### config.mk
export PLATFORM = sky130hd
export DESIGN_NAME = fiso_ctrl
export DESIGN_NICKNAME = d
export VERILOG_FILES = /design/src/hw/rtl/fiso_pkg.sv /design/src/hw/rtl/fiso_ctrl.sv
export SDC_FILE = /design/constraint.sdc
export NUM_CORES = 1
export LEC_CHECK = 0
export ABC_AREA = 1
export BUFFER_PORTS_ARGS = -buffer_cell sky130_fd_sc_hd__buf_2
export CORE_AREA = 2 2 39 41
export CTS_BUF_LIST = sky130_fd_sc_hd__clkbuf_16
export CTS_CLUSTER_SIZE = 30
export DETAILED_ROUTE_END_ITERATION = 10
export DIE_AREA = 0 0 41 43
export GPL_TIMING_DRIVEN = 1
export SETUP_SLACK_MARGIN = 0.02
export SYNTH_ARGS = -nofsm -noshare
export SYNTH_HDL_FRONTEND = slang
export SYNTH_SLANG_ARGS = --single-unit
### constraint.sdc
create_clock -name clk_i -period 1.5 [get_ports clk_i]
set_clock_uncertainty 0.2 [all_clocks]
set_input_delay 0.075 -clock clk_i [delete_from_list [all_inputs] [get_ports clk_i]]
set_output_delay 0.075 -clock clk_i [all_outputs]
set_load 0.02 [all_outputs]
### src/hw/rtl/fiso_pkg.sv
// Package for the flat index to segment offset block.
// Holds item kind and status codes, default sizes and the controller/datapath
// command and status structs. No dependencies.
`default_nettype none

package fiso_pkg;

  localparam int unsigned DefaultMaxSegments  = 1024;
  localparam int unsigned DefaultPositionBits = 48;

  typedef enum logic [1:0] {
    KIND_LOAD  = 2'd0,
    KIND_QUERY = 2'd1,
    KIND_CLEAR = 2'd2,
    KIND_NONE  = 2'd3
  } kind_e;

  typedef enum logic [1:0] {
    STATUS_OK     = 2'd0,
    STATUS_BEYOND = 2'd1,
    STATUS_FULL   = 2'd2,
    STATUS_BELOW  = 2'd3
  } status_e;

  typedef struct packed {
    logic capture;  // latch the input item
    logic finish;   // apply a non-scan item and write its result
    logic step;     // advance the cursor by one segment
    logic hit;      // write the result of a successful query
  } cmd_t;

  typedef struct packed {
    logic enter_scan;  // captured item is a query that passed its checks
    logic advance;     // position lies past the current segment's end
    logic out_free;    // result register can take a new result
  } stat_t;

endpackage

`default_nettype wire

### src/hw/rtl/fiso_ctrl.sv
// Controller state machine for the flat index to segment offset block.
// Sequences capture, execution and the cursor scan. Depends on fiso_pkg.
`default_nettype none

module fiso_ctrl (
  input  wire logic          clk_i,
  input  wire logic          rst_ni,
  input  wire logic          in_valid_i,
  output logic               in_ready_o,
  input  wire fiso_pkg::stat_t stat_i,
  output fiso_pkg::cmd_t     cmd_o
);

  typedef enum logic [2:0] {
    ST_IDLE = 3'b001,
    ST_EXEC = 3'b010,
    ST_SCAN = 3'b100
  } state_e;

  state_e state_q, state_d;

  assign in_ready_o = (state_q == ST_IDLE);

  always_comb begin
    state_d = state_q;
    cmd_o   = '0;
    unique case (state_q)
      ST_IDLE: begin
        if (in_valid_i) begin
          cmd_o.capture = 1'b1;
          state_d       = ST_EXEC;
        end
      end
      ST_EXEC: begin
        if (stat_i.enter_scan) begin
          state_d = ST_SCAN;
        end else if (stat_i.out_free) begin
          cmd_o.finish = 1'b1;
          state_d      = ST_IDLE;
        end
      end
      ST_SCAN: begin
        if (stat_i.advance) begin
          cmd_o.step = 1'b1;
        end else if (stat_i.out_free) begin
          cmd_o.hit = 1'b1;
          state_d   = ST_IDLE;
        end
      end
      default: begin
        state_d = ST_IDLE;
      end
    endcase
  end

  always_ff @(posedge clk_i or negedge rst_ni) begin
    if (!rst_ni) begin
      state_q <= ST_IDLE;
    end else begin
      state_q <= state_d;
    end
  end

endmodule

`default_nettype wire

==> flow_summary_export.csv <==
group,metric,value,unit
run_status,outcome,"finished, final reports clean",
cts,clockRootBuffer,"clkbuf_16",
place,place_hpwl,392,um
layout,diodes,0,
sta,worst_pin_slew,184,ps
sta,hold_viol_final,0,
critical_path,critPathCaptureType,"primary output",
critical_path,critical_path_class,"flop to primary output",
power,power,0.900,mW
logic_synthesis,ys_warn_count,0,
floorplan,die_area,1760,um^2
floorplan,pin_count,11,
critical_path,cp-start-kind,"flop",
drt,drtAntennaViolNets,0,
sta,max_freq,680,MHz
critical_path,worst-path-buf-inv,2,
grt,grt-ovfl-total,0,
power,vdd_drop_max,0.00114,V
flow_run,drv_cap,0,
layout,regMostFlops,"state_q",
grt,grt_use_total,8.55,%
critical_path,cp_data_required_time,1220,ps
critical_path,cp_common_cell,"nor2_1",
layout,num-nets-final,64,
power,power_per_cell_area,1990,nW/um^2
logic_synthesis,yosys-top-cells-area,"dfrtp_1 (22%), nand3_1 (13%), dfstp_2 (11%), nand2_1 (9.7%), inv_1 (8.1%)",
floorplan,core,1380,um^2
cts,cts_buffer_depth,2,
floorplan,start_util,16.7,%
layout,final_cells,73,
logic_synthesis,synth.distinct_cells,13,
place,place.gp.congestion,0.728,
cts,cts.sinks,3,
critical_path,crit_chain,"nor2_1 -> nand2_1 -> inv_2 -> nand2_2 -> nor2_1 -> buf_4",
logic_synthesis,synth.avg_cell_area,6.26,um^2
critical_path,worst_path_max_delay_cell,"dfstp_2",
logic_synthesis,ys_ff_latch,3,
worst_hold_path,hold_path.class,"input pin to flop",
cts,clk_pin_slew_worst_paths,30,ps
critical_path,arrival,1190,ps
sta,rsz0062_at_grt,"yes",
sta,slew_headroom,87.6,%
logic_synthesis,synthCells,37,
critical_path,cp_max_fo,3,
cts,worst_skew_pair.late_latency,220,ps
grt,grt_pass1_vias,255,
layout,areaGrowthSynthToFinish,95.1,%
drt,vias,278,
critical_path,crit_path_max_incr_delay,540,ps
grt,antenna_found_initial,0,
layout,largest_registers,"state_q x3",
layout,n_fill_cell,150,
cts,cts_tree,"built",
logic_synthesis,syn_area,231,um^2
sta,setup_viol,0,
logic_synthesis,yosysSeqAreaShare,33.0,%
place,place_area,302,um^2
logic_synthesis,synth_top_area_share,21.6,%
logic_synthesis,yosysTopAreaCell,"dfrtp_1",
sta,min_period,1470,ps
place,place_inst,63,
sta,period_share,98.0,%
floorplan,die_w,41,um
sta,tns,0,ps
grt,grt_pass1_wl,938,um
place,portBuffers,10,
critical_path,crit_family,"flip-flops",
floorplan,num_rows,14,
grt,grt_max_degree,5,
layout,drive_above_1_share,47.4,%
sta,maxSlewViolCount,0,
cts,cts_made_buffers,3,
floorplan,fp.dieH,43,um
drt,post_drt_wl_per_cell,7.66,um
drt,drc,0,
layout,largest_reg_flops,3,
drt,via_per_inst,3.81,
layout,final_cell_area,452,um^2
drt,drtPass1Iterations,2,
drt,drt-initial-drc-count,1,
logic_synthesis,synth_fp_nets,43,
power,power.leakage,0.260,nW
cts,htreeDepth,1,
drt,wl,559,um
## kinds of logic after synthesis
group                  synth area share [%]
buffers and inverters                  16.2
AOI/OAI and AO/OA                      4.32
and+or+nand+nor                        46.5
DFF                                    33.0
## layout by cell type, fill, tap and decap left out
| cell | n |
|---|---|
| nor2_1 | 4 |
| buf_4 | 3 |
| nand3_1 | 6 |
| nor2_2 | 1 |
| buf_2 | 7 |
| clkbuf_16 | 3 |
| buf_6 | 1 |
| nand2_2 | 4 |
| nand3_2 | 1 |
| nand2_1 | 5 |
| dfrtp_1 | 2 |
| dlygate4sd3_1 | 5 |
| o21ai_0 | 1 |
| inv_2 | 6 |
| dfstp_2 | 1 |
| a21oi_1 | 1 |
| inv_1 | 5 |
| nor3_1 | 1 |
## layer usage
layer  GRT usage (%)  part of all wire, %  vias to the layer above
met1            8.41                   43                      117
met2            11.9                   47                        9
li1                -                    -                      150
met4            8.00                  2.7                        0
met5               0                    0                        -
met3            4.71                  6.4                        2
## report_power, final
group / internal (mW) / switching [mW] / total (mW)
clock: 0.344 / 0.0722 / 0.416
combinational: 0.120 / 0.206 / 0.326
sequential: 0.128 / 0.0315 / 0.159
## worst min-delay path, delay by kind of cell
family	cells	cell delay, ps
buf+inv	2	230
simple gates	2	110
## metrics by stage
step           utilization [%]  hold WS (ps)  worst slack (ps)
2_1_floorplan                -          -421               193
3_3_place_gp              21.8          -329               222
3_5_place_dp              21.8          -328               203
4_1_cts                   31.8          13.8              15.0
5_1_grt                   32.6          61.9             -33.2
6_report                  32.6          35.6              30.1
## layout make-up
| cell class | count | area (um^2) | area share (%) |
|---|---|---|---|
| tap | 16 | 20.0 | 4.43 |
| timing repair buffer | 16 | 119 | 26.3 |
| sequential | 3 | 76.3 | 16.9 |
| inverter | 10 | 37.5 | 8.31 |
| multi-input combinational | 24 | 120 | 26.6 |
| clock inverter | 1 | 3.75 | 0.831 |
| clock buffer | 3 | 75.1 | 16.6 |
## final timing paths
path                                   startpoint                     end  slack (ps)  depth (start not counted)
hold reg to reg            state_q[0]$_DFFE_PN1P_  state_q[1]$_DFFE_PN0P_         400                          2
hold / removal                          stat_i[1]  state_q[2]$_DFFE_PN0P_          40                          4
setup / recovery           state_q[0]$_DFFE_PN1P_                cmd_o[0]          30                          6
min in group asynchronous                  rst_ni  state_q[0]$_DFFE_PN1P_         140                          2
setup reg to reg           state_q[0]$_DFFE_PN1P_  state_q[0]$_DFFE_PN1P_         130                          9
max in group asynchronous                  rst_ni  state_q[1]$_DFFE_PN0P_         430                          3
## synthesized netlist by cell type
cell / number
a21oi_1: 1
dfrtp_1: 2
dfstp_2: 1
inv_1: 5
inv_2: 5
nand2_1: 6
nand2_2: 3
nand3_1: 6
nand3_2: 1
nor2_1: 4
nor2_2: 1
nor3_1: 1
o21ai_0: 1
## what timing repair did
item / 4_1_cts / 5_1_grt
setup endpoints to repair: 2 / 3
hold buffers: 5 / 0
buffers inserted: 1 / 0
pin swaps: 1 / 1
hold endpoints to repair: 5 / 0
resized for setup: 1 / 5
(Power assumes the default switching activity.)
